==> config.mk <==
export PLATFORM = sky130hd
export DESIGN_NAME = serial_command_line_parser_flat
export DESIGN_NICKNAME = d
export VERILOG_FILES = /design/src/design/scl_pkg.sv /design/src/design/scl_rx_if.sv /design/src/design/scl_tx_if.sv /design/src/design/scl_editor.sv /design/src/design/serial_command_line_parser.sv /design/src/flat_wrapper.sv
export VERILOG_INCLUDE_DIRS = /design/src /design/src/design
export SDC_FILE = /design/constraint.sdc
export NUM_CORES = 1
export LEC_CHECK = 0
export BUFFER_PORTS_ARGS = -buffer_cell sky130_fd_sc_hd__buf_4
export CAP_MARGIN = 5
export CORE_UTILIZATION = 35
export DETAILED_ROUTE_END_ITERATION = 10
export PLACE_DENSITY_LB_ADDON = 0.12
export SETUP_SLACK_MARGIN = 0.2
export SLEW_MARGIN = 10
export SYNTH_ARGS = -nofsm -noshare
export SYNTH_HDL_FRONTEND = slang
export SYNTH_SLANG_ARGS = --single-unit
==> constraint.sdc <==
create_clock -name clk -period 7.8 [get_ports clk]
set_input_delay 0 -clock clk [delete_from_list [all_inputs] [get_ports clk]]
set_output_delay 0 -clock clk [all_outputs]
set_load 0.02 [all_outputs]
==> src/design/assert_macros.svh <==
// Assertion macros shared by the line parser RTL.
`ifndef ASSERT_MACROS_SVH
`define ASSERT_MACROS_SVH
`ifndef ASSERT_OFF
// same-cycle implication
`define ASSERT_IMPLY(label, clk, rst_n, ante, cons, msg) \
	label: assert property (@(posedge clk) disable iff (!rst_n) (ante) |-> (cons)) \
		else $error(msg);
// next-cycle implication
`define ASSERT_NEXT(label, clk, rst_n, ante, cons, msg) \
	label: assert property (@(posedge clk) disable iff (!rst_n) (ante) |=> (cons)) \
		else $error(msg);
`else
`define ASSERT_IMPLY(label, clk, rst_n, ante, cons, msg)
`define ASSERT_NEXT(label, clk, rst_n, ante, cons, msg)
`endif
`endif

==> src/design/scl_pkg.sv <==
// Types and constants of the serial command line parser.
package scl_pkg;

	localparam logic [7:0] CH_LF    = 8'd10;
	localparam logic [7:0] CH_CR    = 8'd13;
	localparam logic [7:0] CH_BS    = 8'd8;
	localparam logic [7:0] CH_DEL   = 8'd127;
	localparam logic [7:0] CH_SPACE = 8'd32;
	localparam logic [7:0] CH_UC_A  = 8'h41;
	localparam logic [7:0] CH_UC_B  = 8'h42;
	localparam logic [7:0] CH_UC_F  = 8'h46;
	localparam logic [7:0] CH_UC_N  = 8'h4E;
	localparam logic [7:0] CH_UC_O  = 8'h4F;

	typedef enum logic [1:0] {
		EV_ECHO     = 2'd0,
		EV_COMMAND  = 2'd1,
		EV_EMPTY    = 2'd2,
		EV_OVERFLOW = 2'd3
	} ev_kind_t;

	typedef enum logic [2:0] {
		CMD_ON      = 3'd0,
		CMD_OFF     = 3'd1,
		CMD_A       = 3'd2,
		CMD_B       = 3'd3,
		CMD_UNKNOWN = 3'd4
	} cmd_t;

	typedef struct packed {
		ev_kind_t   kind;
		logic [7:0] echo;
		cmd_t       code;
	} res_t;

	// up to three results caused by one byte, slot 0 goes out first
	typedef struct packed {
		logic [1:0]  n;
		res_t [2:0]  slot;
		logic [31:0] total;
	} plan_t;

endpackage

==> src/design/scl_rx_if.sv <==
// Receive byte channel.
interface scl_rx_if;
	logic       valid;
	logic       ready;
	logic [7:0] rx_byte;

	modport source (output valid, output rx_byte, input ready);
	modport sink (input valid, input rx_byte, output ready);
endinterface

==> src/design/scl_tx_if.sv <==
// Result channel.
interface scl_tx_if;
	logic        valid;
	logic        ready;
	logic [1:0]  event_kind;
	logic [7:0]  echo_byte;
	logic [2:0]  command_code;
	logic [31:0] received_total;
	logic        last_of_run;

	modport source (output valid, output event_kind, output echo_byte, output command_code,
		output received_total, output last_of_run, input ready);
	modport sink (input valid, input event_kind, input echo_byte, input command_code,
		input received_total, input last_of_run, output ready);
endinterface

==> src/design/scl_editor.sv <==
// Line state, byte counter and per-byte result decode.
`include "assert_macros.svh"
module scl_editor #(
	parameter int LINE_CAPACITY = 10
) (
	input  logic           clk,
	input  logic           arst_n,
	input  logic           step,
	input  logic [7:0]     rx_byte,
	output scl_pkg::plan_t plan
);
	import scl_pkg::*;

	localparam int DEPTH = LINE_CAPACITY - 1;
	localparam int LW    = $clog2(DEPTH + 1);
	localparam int IW    = $clog2(DEPTH);

	logic [7:0]    store_q [DEPTH];
	logic [LW-1:0] len_q;
	logic [LW-1:0] len_d;
	logic [31:0]   cnt_q;
	logic          wr_en;
	logic          is_nl;
	logic          is_plain;
	logic          end1;
	logic          end2;
	logic          end3;
	cmd_t          cmd;
	res_t          line_res;

	assign is_nl    = (rx_byte == CH_CR) || (rx_byte == CH_LF);
	assign is_plain = !is_nl && (rx_byte != CH_DEL) && (rx_byte != CH_BS);

	// a word of length k matches only if the line ends, or holds a zero, right after it
	assign end1 = (len_q == LW'(1)) || (store_q[1] == 8'h00);
	assign end2 = (len_q == LW'(2)) || (store_q[2] == 8'h00);
	if (DEPTH > 3) begin : g_end3
		assign end3 = (len_q == LW'(3)) || (store_q[3] == 8'h00);
	end else begin : g_end3_full
		assign end3 = 1'b1;
	end

	always_comb begin
		cmd = CMD_UNKNOWN;
		if (len_q >= LW'(2) && store_q[0] == CH_UC_O && store_q[1] == CH_UC_N && end2)
			cmd = CMD_ON;
		else if (len_q >= LW'(3) && store_q[0] == CH_UC_O && store_q[1] == CH_UC_F
				&& store_q[2] == CH_UC_F && end3)
			cmd = CMD_OFF;
		else if (len_q >= LW'(1) && store_q[0] == CH_UC_A && end1)
			cmd = CMD_A;
		else if (len_q >= LW'(1) && store_q[0] == CH_UC_B && end1)
			cmd = CMD_B;
	end

	always_comb begin
		line_res = '0;
		if (len_q != '0) begin
			line_res.kind = EV_COMMAND;
			line_res.code = cmd;
		end else begin
			line_res.kind = EV_EMPTY;
		end
	end

	always_comb begin
		plan       = '0;
		plan.total = cnt_q + 32'd1;
		len_d      = len_q;
		wr_en      = 1'b0;
		if (is_nl) begin
			len_d = '0;
			if (rx_byte == CH_LF) begin
				plan.n            = 2'd3;
				plan.slot[0].echo = CH_CR;
				plan.slot[1].echo = CH_LF;
				plan.slot[2]      = line_res;
			end else begin
				plan.n       = 2'd1;
				plan.slot[0] = line_res;
			end
		end else if (!is_plain) begin
			if (len_q != '0) begin
				len_d             = len_q - LW'(1);
				plan.n            = 2'd3;
				plan.slot[0].echo = CH_BS;
				plan.slot[1].echo = CH_SPACE;
				plan.slot[2].echo = CH_BS;
			end
		end else begin
			plan.slot[0].echo = rx_byte;
			if (len_q < LW'(DEPTH)) begin
				wr_en  = 1'b1;
				len_d  = len_q + LW'(1);
				plan.n = 2'd1;
			end else begin
				len_d             = '0;
				plan.n            = 2'd2;
				plan.slot[1].kind = EV_OVERFLOW;
			end
		end
	end

	always_ff @(posedge clk or negedge arst_n) begin
		if (!arst_n) begin
			len_q <= '0;
			cnt_q <= '0;
		end else if (step) begin
			len_q <= len_d;
			cnt_q <= plan.total;
		end
	end

	always_ff @(posedge clk) begin
		if (step && wr_en)
			store_q[len_q[IW-1:0]] <= rx_byte;
	end

	`ASSERT_IMPLY(a_len_bound, clk, arst_n, 1'b1, len_q <= LW'(DEPTH), "line length beyond store")
	`ASSERT_NEXT(a_nl_clears, clk, arst_n, step && is_nl, len_q == '0, "line kept after newline")
	`ASSERT_NEXT(a_count_step, clk, arst_n, step, cnt_q == $past(cnt_q) + 32'd1, "byte count skipped")

endmodule

==> src/design/serial_command_line_parser.sv <==
// Serial command line parser: top level with input stage and result sequencer.
//
// Usage:
//   rx carries one received byte per beat (rx_byte). tx carries result beats:
//   event_kind, echo_byte, command_code, received_total and last_of_run.
//   Each byte gives zero to three result beats; last_of_run marks the final
//   beat of a byte. A byte that gives none (erase on an empty line) is only
//   counted.
// Order: a byte waits in the input stage until the sequencer is free, is then
//   decoded, and its first result beat is on tx from then on; further beats
//   follow one per cycle while tx.ready is high.
// Overlap: the result sequencer drains one beat a cycle while tx.ready is high,
//   and the next byte is decoded in the cycle its last beat leaves.
// Reset (arst_n low): line empty, byte count zero, both stages empty.
//   The line store is not cleared; only entries below the line length are
//   ever read.
// Stall: while tx.ready is low the pending beat holds; one more byte can
//   still be taken into the input stage, then rx.ready drops.
`include "assert_macros.svh"
module serial_command_line_parser #(
	parameter int LINE_CAPACITY = 10
) (
	input  logic     clk,
	input  logic     arst_n,
	scl_rx_if.sink   rx,
	scl_tx_if.source tx
);
	import scl_pkg::*;

	// input stage
	logic       valid_s1;
	logic [7:0] rx_byte_s1;

	// result sequencer: beats left and their payload
	logic [1:0]  left_q;
	res_t [2:0]  slot_q;
	logic [31:0] total_q;

	plan_t plan;
	logic  tx_take;
	logic  plan_free;
	logic  adv;

	assign tx_take   = tx.valid && tx.ready;
	// sequencer can load when empty or when its last beat leaves now
	assign plan_free = (left_q == 2'd0) || (left_q == 2'd1 && tx_take);
	assign adv       = valid_s1 && plan_free;
	assign rx.ready  = !valid_s1 || adv;

	scl_editor #(
		.LINE_CAPACITY(LINE_CAPACITY)
	) u_editor (
		.clk    (clk),
		.arst_n (arst_n),
		.step   (adv),
		.rx_byte(rx_byte_s1),
		.plan   (plan)
	);

	always_ff @(posedge clk or negedge arst_n) begin
		if (!arst_n) begin
			valid_s1 <= 1'b0;
		end else if (rx.valid && rx.ready) begin
			valid_s1 <= 1'b1;
		end else if (adv) begin
			valid_s1 <= 1'b0;
		end
	end

	always_ff @(posedge clk) begin
		if (rx.valid && rx.ready)
			rx_byte_s1 <= rx.rx_byte;
	end

	always_ff @(posedge clk or negedge arst_n) begin
		if (!arst_n) begin
			left_q <= 2'd0;
		end else if (adv) begin
			left_q <= plan.n;
		end else if (tx_take) begin
			left_q <= left_q - 2'd1;
		end
	end

	always_ff @(posedge clk) begin
		if (adv) begin
			slot_q  <= plan.slot;
			total_q <= plan.total;
		end else if (tx_take) begin
			slot_q <= {res_t'(0), slot_q[2:1]};
		end
	end

	assign tx.valid          = (left_q != 2'd0);
	assign tx.event_kind     = slot_q[0].kind;
	assign tx.echo_byte      = slot_q[0].echo;
	assign tx.command_code   = slot_q[0].code;
	assign tx.received_total = total_q;
	assign tx.last_of_run    = (left_q == 2'd1);

	// line events and overflow always end a byte's run
	`ASSERT_IMPLY(a_event_last, clk, arst_n, tx.valid && tx.event_kind != EV_ECHO, tx.last_of_run, "non-echo beat not last")
	// all beats of one byte carry the same count
	`ASSERT_NEXT(a_run_total, clk, arst_n, tx.valid && !(tx.ready && tx.last_of_run), tx.valid && $stable(tx.received_total), "run broken")
	// a waiting byte is not lost or changed
	`ASSERT_NEXT(a_s1_hold, clk, arst_n, valid_s1 && !adv, valid_s1 && $stable(rx_byte_s1), "input stage dropped")

endmodule

==> src/flat_wrapper.sv <==
// flat-port wrapper written by rule: the top's interface ports become plain ports
module serial_command_line_parser_flat import scl_pkg::*;
#(
	parameter int LINE_CAPACITY = 10
)
  (clk, arst_n, rx_valid, rx_rx_byte, rx_ready, tx_valid, tx_event_kind, tx_echo_byte, tx_command_code, tx_received_total, tx_last_of_run, tx_ready);
  scl_rx_if rx_i ();
  scl_tx_if tx_i ();
  input  logic clk;
  input  logic arst_n;
  input wire logic [$bits(rx_i.valid)-1:0] rx_valid;
  input wire logic [$bits(rx_i.rx_byte)-1:0] rx_rx_byte;
  output wire logic [$bits(rx_i.ready)-1:0] rx_ready;
  output wire logic [$bits(tx_i.valid)-1:0] tx_valid;
  output wire logic [$bits(tx_i.event_kind)-1:0] tx_event_kind;
  output wire logic [$bits(tx_i.echo_byte)-1:0] tx_echo_byte;
  output wire logic [$bits(tx_i.command_code)-1:0] tx_command_code;
  output wire logic [$bits(tx_i.received_total)-1:0] tx_received_total;
  output wire logic [$bits(tx_i.last_of_run)-1:0] tx_last_of_run;
  input wire logic [$bits(tx_i.ready)-1:0] tx_ready;
  assign rx_i.valid = rx_valid;
  assign rx_i.rx_byte = rx_rx_byte;
  assign rx_ready = rx_i.ready;
  assign tx_valid = tx_i.valid;
  assign tx_event_kind = tx_i.event_kind;
  assign tx_echo_byte = tx_i.echo_byte;
  assign tx_command_code = tx_i.command_code;
  assign tx_received_total = tx_i.received_total;
  assign tx_last_of_run = tx_i.last_of_run;
  assign tx_i.ready = tx_ready;
  serial_command_line_parser #(.LINE_CAPACITY(LINE_CAPACITY)) u_core (.clk(clk), .arst_n(arst_n), .rx(rx_i), .tx(tx_i));
endmodule
# Yosys cells after proc, flatten, opt, wreduce, memory -nomap -nowiden
# Memory sizes are Yosys's and may differ from the RTL's.
# Index checks and enable logic that the tools add are counted.
# Widths: inputs -> output; s select.
# classes
n_mux,46
n_div,0
reduce_logical,36
eq_ne,14
magnitude_cmp,4
n_shift,0
addsub,4
bitwise,0
multipliers,0
# ops
cell,count
$mux 39,2
$eq 8x7->1 const B,6
$mux 8,5
$add 32x1->32 const B,1
$mux 4,8
$mux 2,14
$logic_not 8->1,3
$mux 3,8
$logic_and 1x1->1,18
$eq 8x4->1 const B,2
$mux 13,1
$eq 4x2->1 const B,2
$ge 4x2->1 const B,2
$ne 8x4->1 const B,1
$ne 8x7->1 const B,1
$mux 1,7
$logic_or 1x1->1,6
$mux 6,1
$reduce_bool 2->1,3
$add 4x1->4 const B,1
$eq 4x1->1 const B,1
$ge 4x1->1 const B,1
$lt 4x4->1 const B,1
$reduce_bool 4->1,1
7 further kinds,8
# word_totals
ff_bits,118
mem_bits_rw,72
latchBits,0
word_cells,120
romBits,0
mem_count,1
out_inout_bits,48
in_bits,12
# mem_list
name,depth,width,read_ports,rd_ports_with_merged_regs,wr,line_no,rtl
u_core.u_editor.store_q,9,8,4,0,1,scl_editor.sv:18,logic [7:0] store_q [DEPTH];

# Depth between registers and ports, before layout
# Gate-level depths: netlist of the first run.
# An unclocked memory read counts as a cell.
# logic_depth
depth_word,12
ltp_mapped,8
ltp_nobuf,8

# By module
# Synthesis of the first run repeated with hierarchy kept, for this count alone.
# unflattened
hier_cells,531
area_unflattened_um2,7094.3
# modules_own_cells
module,n_inst,area_per_inst_um2,cells_per_inst
scl_editor,1,3910.0,374
serial_command_line_parser,1,3184.3,157

# Worst setup path after synthesis of the first run
# No wires, ideal clock.
# synth_timing
path_type,flip-flop to flip-flop
startpoint,reg u_core.left_q[1]
endpoint,mem u_core.u_editor.store_q[3][0] (enable)
arrival_time_ns,2.732
setup_ns,0.333
n_path_buf,1
slack_ns,4.735
stages_incl_launch_ff,8
period_less_slack_ns,3.065
cell_sequence,dfrtp_1 inv_1 ha_1 a21o_1 nand2_2 clkinv_1 clkbuf_1 and3_1
# synth_lines
element,line_no,rtl
from (decl),serial_command_line_parser.sv:35,logic [1:0] left_q;
from (signal assigned),serial_command_line_parser.sv:79,left_q <= plan.n;
from (signal assigned),serial_command_line_parser.sv:81,left_q <= left_q - 2'd1;
$eq 2x1->1,-,
net tx_last_of_run,flat_wrapper.sv:19,output wire logic [$bits(tx_i.last_of_run)-1:0] tx_last_of_run;
$logic_and 1x1->1,serial_command_line_parser.sv:46,assign plan_free = (left_q == 2'd0) || (left_q == 2'd1 && tx_take);
$logic_or 1x1->1,serial_command_line_parser.sv:46,
$logic_and 1x1->1,serial_command_line_parser.sv:47,assign adv = valid_s1 && plan_free;
net u_core.adv,serial_command_line_parser.sv:42,logic adv;
$logic_and 1x1->1,scl_editor.sv:115,if (step && wr_en)
$mux 1,scl_editor.sv:115,
$mux 1 (not written as such),scl_editor.sv:116,store_q[len_q[IW-1:0]] <= rx_byte;
to (decl),scl_editor.sv:18,
# The timed path passes the listed nets, and every way through them passes these cells.

# Final worst setup path of the first run
# layout_timing
startpoint,reg u_core.left_q[0]
endpoint,"reg u_core.slot_q, in the netlist u_core.tx.command_code[2], data pin"
# layout_via
elab_chain_cells,6
# layout_lines
element,line_no,rtl
$reduce_bool 2->1,serial_command_line_parser.sv:94,assign tx.valid = (left_q != 2'd0);
$logic_and 1x1->1,serial_command_line_parser.sv:44,assign tx_take = tx.valid && tx.ready;
$logic_and 1x1->1,serial_command_line_parser.sv:46,
$logic_or 1x1->1 *,serial_command_line_parser.sv:46,
$logic_and 1x1->1 *,serial_command_line_parser.sv:47,
$mux 39 *,serial_command_line_parser.sv:86,if (adv) begin
to (signal assigned),serial_command_line_parser.sv:87,slot_q <= plan.slot;
to (signal assigned),serial_command_line_parser.sv:90,"slot_q <= {res_t'(0), slot_q[2:1]};"
to (decl),serial_command_line_parser.sv:36,res_t [2:0] slot_q;
# Every way passes the cells marked *; elsewhere a longest branch is shown, timed or not.
# A chain may end at the register's enable or synchronous reset.

==> results of run 1 <==
state kept, by name (all words and copies together), names as in the netlist:
signal                    flops
u_core.left_q                 2
u_core.rx_byte_s1             8
u_core.slot_q                14
u_core.tx.command_code        3
u_core.tx.echo_byte           8
u_core.tx.event_kind          2
u_core.tx.received_total     32
u_core.u_editor.cnt_q        32
u_core.u_editor.len_q         4
u_core.u_editor.store_q      32
u_core.valid_s1               1
final cells by class:
type                            instances  area [um2]
Multi-Input combinational cell        289        1960
Clock buffer                           17         425
Tap cell                              220         275
Fill cell                            1594        9490
Sequential cell                       138        3920
Clock inverter                         15         134
Timing Repair Buffer                   71         561
Inverter                               15        56.3
path summary, 6_finish.rpt:
kind / from / slack [ns] / to
min in group clk: tx_ready / 0.19 / u_core.slot_q[14]
max in group asynchronous: arst_n / 7.32 / u_core.valid_s1
max reg2reg: u_core.left_q[0] / 5.01 / u_core.tx.command_code[2]
min reg2reg: u_core.u_editor.cnt_q[31] / 0.49 / u_core.u_editor.cnt_q[31]
max: u_core.left_q[0] / 5.01 / u_core.tx.command_code[2]
min: arst_n / 0.12 / u_core.u_editor.cnt_q[0]
worst reg2reg max path: cells and delay by family, from the launching register on:
kind                     cells  cell delay, ns
buffers and inverters        3            0.97
flip-flops                   1            0.41
adder cells (fa/ha/maj)      1            0.23
AO/OA/AOI/OAI                2            0.31
AND/OR/NAND/NOR              3            0.70
synth_stat cells, drive strengths merged (6+ instances only):
cell type and number:
and3 13, and4 8, nand2 40, dfrtp 39
nand3 15, xor2 29, nor3 14, xnor2 33
nand4 14, nor2 32, inv 14, buf 20
nor4 9, ha 7, clkbuf 10, edfxtp 96
a21o 6
metal layers:
layer  global-route usage  wire, um
met2                0.202      5290
met5                    0         0
met1                0.212      6200
met3               0.0378       625
met4               0.0612       176
power groups by stage:
stage	logic [mW]	clock network, mW	registers (mW)
2_1_floorplan	0.434	0	1.18
3_3_place_gp	0.694	0	1.15
3_5_place_dp	0.691	0	1.16
4_1_cts	0.701	0.773	1.14
5_1_grt	0.754	0.802	1.16
6_report	0.689	0.753	1.14
stage by stage:
step	instance area (um2)	power (mW)	util	std cells
after floorplan	6120	1.61	-	472
after global placement	6660	1.85	0.396	722
after detailed placement	6660	1.85	0.396	722
after CTS	7330	2.62	0.436	765
after global routing	7330	2.72	0.436	765
final	7330	2.58	0.436	765
timing repair:
action | in CTS | in global routing
setup buffers | 0 | 0
hold buffers | 11 | 0
hold endpoints to repair | 48 | 0
cell families after synthesis:
group                      count (synthesis)
xor gates and xnor gates                  62
buffers and inverters                     45
muxes                                      5
AOI/OAI and AO/OA                         43
and+or+nand+nor                          172
DFF                                      138
adders and majority gates                  7
==> results.md, run 1 <==
* Status: complete, no violations
* Detailed-route DRC error count at 0
* Average via count per standard cell at 4.93
* RSZ-0062 raised after global routing: no
* Post-Place Worst Slack at 4.98 ns
* Clock root buffer: clkbuf_16
* Via count of the first global-routing pass at 3,597
* Average wire length per cell after detail routing at 16.1 um
* Internal power at 1.74 mW
* Port Buffer Count at 59
* Area delta synth->final at 19.9%
* Clock-pin slew on the worst setup and hold paths at 0.05 ns
* Avg Cell Area, Syn at 13.0 um2
* Core Footprint at 16,800 um2
* Pre-antenna DRT Iters at 4
* Net count of the mapped netlist at 491
* Transition at the pin with the smallest max-transition slack at 1.06 ns
* Library cell occupying the most area in the post-synthesis netlist: edfxtp_1
* Resized Gates After CTS at 0
* Data arrival, critical path at 3.05 ns
* Leakage power at 2.97 nW
* Share of synthesized area spent on multiplexers at 0.00818
* Worst setup SP type: flop
* Cell count after synthesis at 472
* Top Ports at 60
* Clock Power Share at 0.292
* Simple-gate share of the synthesized area at 0.156
* Initial antenna violation count at 0
* Cells along the critical path: inv_1, ha_1, a21o_1, nand2_2, inv_2, buf_4, and3_1, nand2_1, o21ai_0
* Data required time of the worst path at 8.06 ns
* Sw Share at 0.325
* Insertion delay to the later sink of the worst-skew pair at 0.42 ns
* Worst stage delay on the critical path at 0.51 ns
* Slew Limit Headroom at 0.290
* Clk sink count at 138
* Die height at 134 um
* Leading register cell type out of synthesis: edfxtp_1
* Kind of critical path: reg2reg
* Compound-cell area share of the yosys netlist at 0.0536
* GR Util All Layers at 0.145
* Post-Synth XOR/XNOR Area at 0.0888
* Antenna fix cells at 0
* Portion of the post-synthesis area used by sequential elements at 0.641
* Smallest hold slack at 0.121 ns
* Final slew viol count at 0
* Share of cells above drive strength 1 at 0.196
* Area enclosed by the die boundary at 18,000 um2
* Dominant combinational cell family by area after synthesis: simple AND/OR/NAND/NOR gates
* Routed vias at 3,774
* Number of synthesized flops with an enable pin at 96
* Final total negative setup slack at 0 ns
* Time the final worst path needs with I/O delays and setup at 2.79 ns
* Number of DRC violations after detailed-routing iteration 0 at 238
* Share of async-settable or async-resettable flops after synthesis at 0.283
* Worst path buffer plus inverter count at 3
* Clock tree from TritonCTS: built
* Wire length of the first global-routing pass at 19.7 mm
* Post-Synth Adder-Cell Area at 0.0143
* Final hold viol count at 0
* Count of yosys warnings during synthesis at 0
* Sw power at 0.841 mW
* Sequential share of power at 0.442
* Final net count at 551
* Portion of the clock cycle consumed by the worst path in the final layout at 0.357
* Setup clock skew after layout at 0.00864 ns
* Most common cell after layout, fill and taps aside: edfxtp_1
* Number of maximum-capacitance constraint violations at 0
* Combinational Power Share at 0.267
* Final setup fails at 0
* Worst setup slack after layout at 5.01 ns
* # H-tree levels at 4
* Highest ir drop seen on vdd at 170 uV
* Total congestion overflow after global routing at 0
* CP Depth at 9
* Highest clock rate at 359 MHz
* Inserted Clock Buffers at 17
* Final WL at 12.3 mm
* Area share of the leading cell type in the synthesized netlist at 0.471
* HP Class: in2async
* Maximum clock path buffer count at 2
* ANT nets after route at 0
* Synth Cell Area at 6120 um2
* Rows at 47
* GPL Wtd Cong at 0.817
* Critical-path cell with the highest stage delay: buf_4
* Length in cells of the worst reg-to-reg path at 9
* Highest net fanout along the worst path at 44
* Detail Placement HPWL at 8.40 mm
* Cell area power density at 352 nW/um2
* Starting Density at 0.364
* Top area cells in the synthesized netlist: edfxtp_1 (47%), dfrtp_1 (16%), xnor2_1 (4.7%)
* Yosys reg bits at 138
* Maximum number of pins on one net before global-route repair at 45
* Most frequent cells in the layout: edfxtp_1 (96), buf_4 (60), nand2_1 (39), dfrtp_1 (39), xnor2_1 (33)
* Count of cell types in the netlist at 59
* Nature of the critical path endpoint: flop
* Top delay family on crit path: buffers and inverters
* Die span in x at 134 um
Note: power is estimated with default switching activity, not from simulation.
==> inputs of run 2 (changes only) <==
ABC_AREA = 1   (was not set)
clock period = 2.25 ns   (was 7.8 ns; I/O delays follow)
==> run 2 against run 1 <==
Utilization is 1.1 points higher. Sequential share of layout area fell by 5.1 points. Clock power rose to 3.8 times the previous value. The flow now finishes with violations (DRC). Count of clock-buffer cells in the layout did not move. Critical endpoint is now u_core.u_editor.store_q[3][4].
==> results.md, run 2 <==
* Worst setup SP type: flop
* Critical-path cell with the highest stage delay: dfrtp_1
* Highest clock rate at 517 MHz
* Die height at 139 um
* Top Ports at 60
* Data required time of the worst path at 2.33 ns
* Number of maximum-capacitance constraint violations at 0
* Area after detailed placement at 7270 um2
* Sequential share of power at 0.404
* Net count of the mapped netlist at 716
* Status: complete, but fails checks
* Clk sink count at 138
* Setup clock skew after layout at 0.00922 ns
* Antenna fix cells at 0
* Final total negative setup slack at 0 ns
* Kind of critical path: reg2reg
* Final slew viol count at 0
* Highest ir drop seen on vdd at 760 uV
* Via count of the first global-routing pass at 4,712
* Initial antenna violation count at 0
* Insertion delay to the later sink of the worst-skew pair at 0.42 ns
* Share of async-settable or async-resettable flops after synthesis at 0.283
* Die span in x at 139 um
* Worst stage delay on the critical path at 0.41 ns
* Portion of the clock cycle consumed by the worst path in the final layout at 0.859
* GPL Wtd Cong at 0.839
* GR Util All Layers at 0.161
* Combinational Power Share at 0.304
* Total congestion overflow after global routing at 0
* Clock tree from TritonCTS: built
* Most common library cells after synthesis: nand2_1 (238), edfxtp_1 (96), nor2_1 (76)
* Number of synthesized flops with an enable pin at 96
* Final net count at 807
* Synth Cell Area at 6550 um2
* Maximum clock path buffer count at 2
* Average wire length per cell after detail routing at 14.0 um
* Slew Limit Headroom at 0.630
* Final hold viol count at 0
* Sw power at 3.44 mW
* Area delta synth->final at 23.6%
* Pre-antenna DRT Iters at 7
* Final WL at 14.5 mm
* Most frequent cells in the layout: nand2_1 (238), edfxtp_1 (96), buf_4 (83)
* Most instantiated library cell after synthesis: nand2_1
* Avg Cell Area, Syn at 9.40 um2
* Area enclosed by the die boundary at 19,300 um2
* Wire length of the first global-routing pass at 23.8 mm
* Top delay family on crit path: simple AND/OR/NAND/NOR gates
* Port Buffer Count at 59
* Highest net fanout along the worst path at 8
* Clock Power Share at 0.292
* Detail Placement HPWL at 10.4 mm
* Cells along the critical path: inv_1, ha_1, a21oi_2, nor2_4, nand4_1, nor2_2
* Portion of the post-synthesis area used by sequential elements at 0.598
* ANT nets after route at 0
* # H-tree levels at 4
* Count of yosys warnings during synthesis at 0
* Violated checks: DRC
* Leakage power at 3.47 nW
* Maximum number of pins on one net before global-route repair at 76
* Library cell occupying the most area in the post-synthesis netlist: edfxtp_1
* Most common cell after layout, fill and taps aside: nand2_1
* Time the final worst path needs with I/O delays and setup at 1.93 ns
* Cell count after synthesis at 697
* Average via count per standard cell at 4.58
* Clock root buffer: clkbuf_16
* Rows at 49
* Transition at the pin with the smallest max-transition slack at 0.555 ns
* Top area cells in the synthesized netlist: edfxtp_1 (44%), dfrtp_1 (15%), nand2_1 (14%)
* Area share of the leading cell type in the synthesized netlist at 0.440
* Yosys reg bits at 138
* Sw Share at 0.352
* Nature of the critical path endpoint: flop
* Clock-pin slew on the worst setup and hold paths at 0.06 ns
* HP Class: in2async
* Starting Density at 0.361
* Leading register cell type out of synthesis: edfxtp_1
* Routed vias at 4,722
* Internal power at 6.33 mW
* Final setup fails at 0
* Number of DRC violations after detailed-routing iteration 0 at 264
* Area of all placed cells without fillers at 8100 um2
* Data arrival, critical path at 2.02 ns
* Count of cell types in the netlist at 33
* RSZ-0062 raised after global routing: yes
* Cell area power density at 1210 nW/um2
* Worst path buffer plus inverter count at 1
* Inserted Clock Buffers at 17
* Share of cells above drive strength 1 at 0.192
* Detailed-route DRC error count at 6
* Core Footprint at 18,100 um2
## run 2: worst paths after layout
path                       cells past startpoint                            end                 startpoint  slack (ns)
setup / recovery                               6  u_core.u_editor.store_q[3][4]           u_core.left_q[0]        0.32
hold / removal                                 2                u_core.valid_s1                     arst_n        0.10
setup reg to reg                               6  u_core.u_editor.store_q[3][4]           u_core.left_q[0]        0.32
hold reg to reg                                2      u_core.u_editor.cnt_q[19]  u_core.u_editor.cnt_q[19]        0.50
max in group asynchronous                      2       u_core.u_editor.cnt_q[7]                     arst_n        1.76
min in group clk                               6               u_core.left_q[0]                   tx_ready        0.14
## run 2: stage by stage
step	std cells	utilization	hold WS (ns)	power (mW)	setup WS, ns
final	1030	0.446	0.105	9.78	0.317
after global routing	1030	0.446	0.133	10.3	0.185
after CTS	1022	0.442	0.0990	9.81	0.283
after detailed placement	976	0.401	0.0244	6.83	0.161
after floorplan	697	-	-0.296	5.85	0.0891
after global placement	976	0.401	0.0263	6.80	0.264
## run 2: power by group through the flow
stage / clock, mW / sequential (mW) / combinational, mW
floorplan: 0 / 4.11 / 1.74
global placement: 0 / 3.98 / 2.81
detailed placement: 0 / 4.00 / 2.82
CTS: 2.91 / 3.96 / 2.94
global route: 3.02 / 4.03 / 3.29
finish: 2.85 / 3.95 / 2.98
## run 2: cells by family (layout without fill, tap and decap cells)
logic type | Yosys count | count (layout) | synth area share
flops | 138 | 138 | 0.598
buf+inv | 90 | 194 | 0.0605
fa+ha+maj | 7 | 7 | 0.0134
simple gates | 407 | 407 | 0.270
compound gates | 35 | 35 | 0.0271
xor+xnor | 20 | 20 | 0.0313
## run 2: cell type report
cell class                 count  area [um2]
fill                        1745       10000
sequential                   138        3920
multi-input combinational    469        2270
timing repair buffer          96         773
clock buffer                  17         425
tap                          229         287
inverter                      66         250
clock inverter                15         176
## run 2: what timing repair did
item,in CTS,in global routing
hold buffers,11,0
endpoints found under the setup margin,17,64
hold endpoints to repair,48,0
gates resized for setup,0,7
setup buffers,3,8
pin swaps,1,0
## run 2: layer usage
metal,up-vias,share of wire,track usage
met5,-,0,0
met4,0,0.011,0.0561
met3,10,0.038,0.0439
met2,85,0.53,0.289
met1,2204,0.42,0.183
li1,2423,-,-
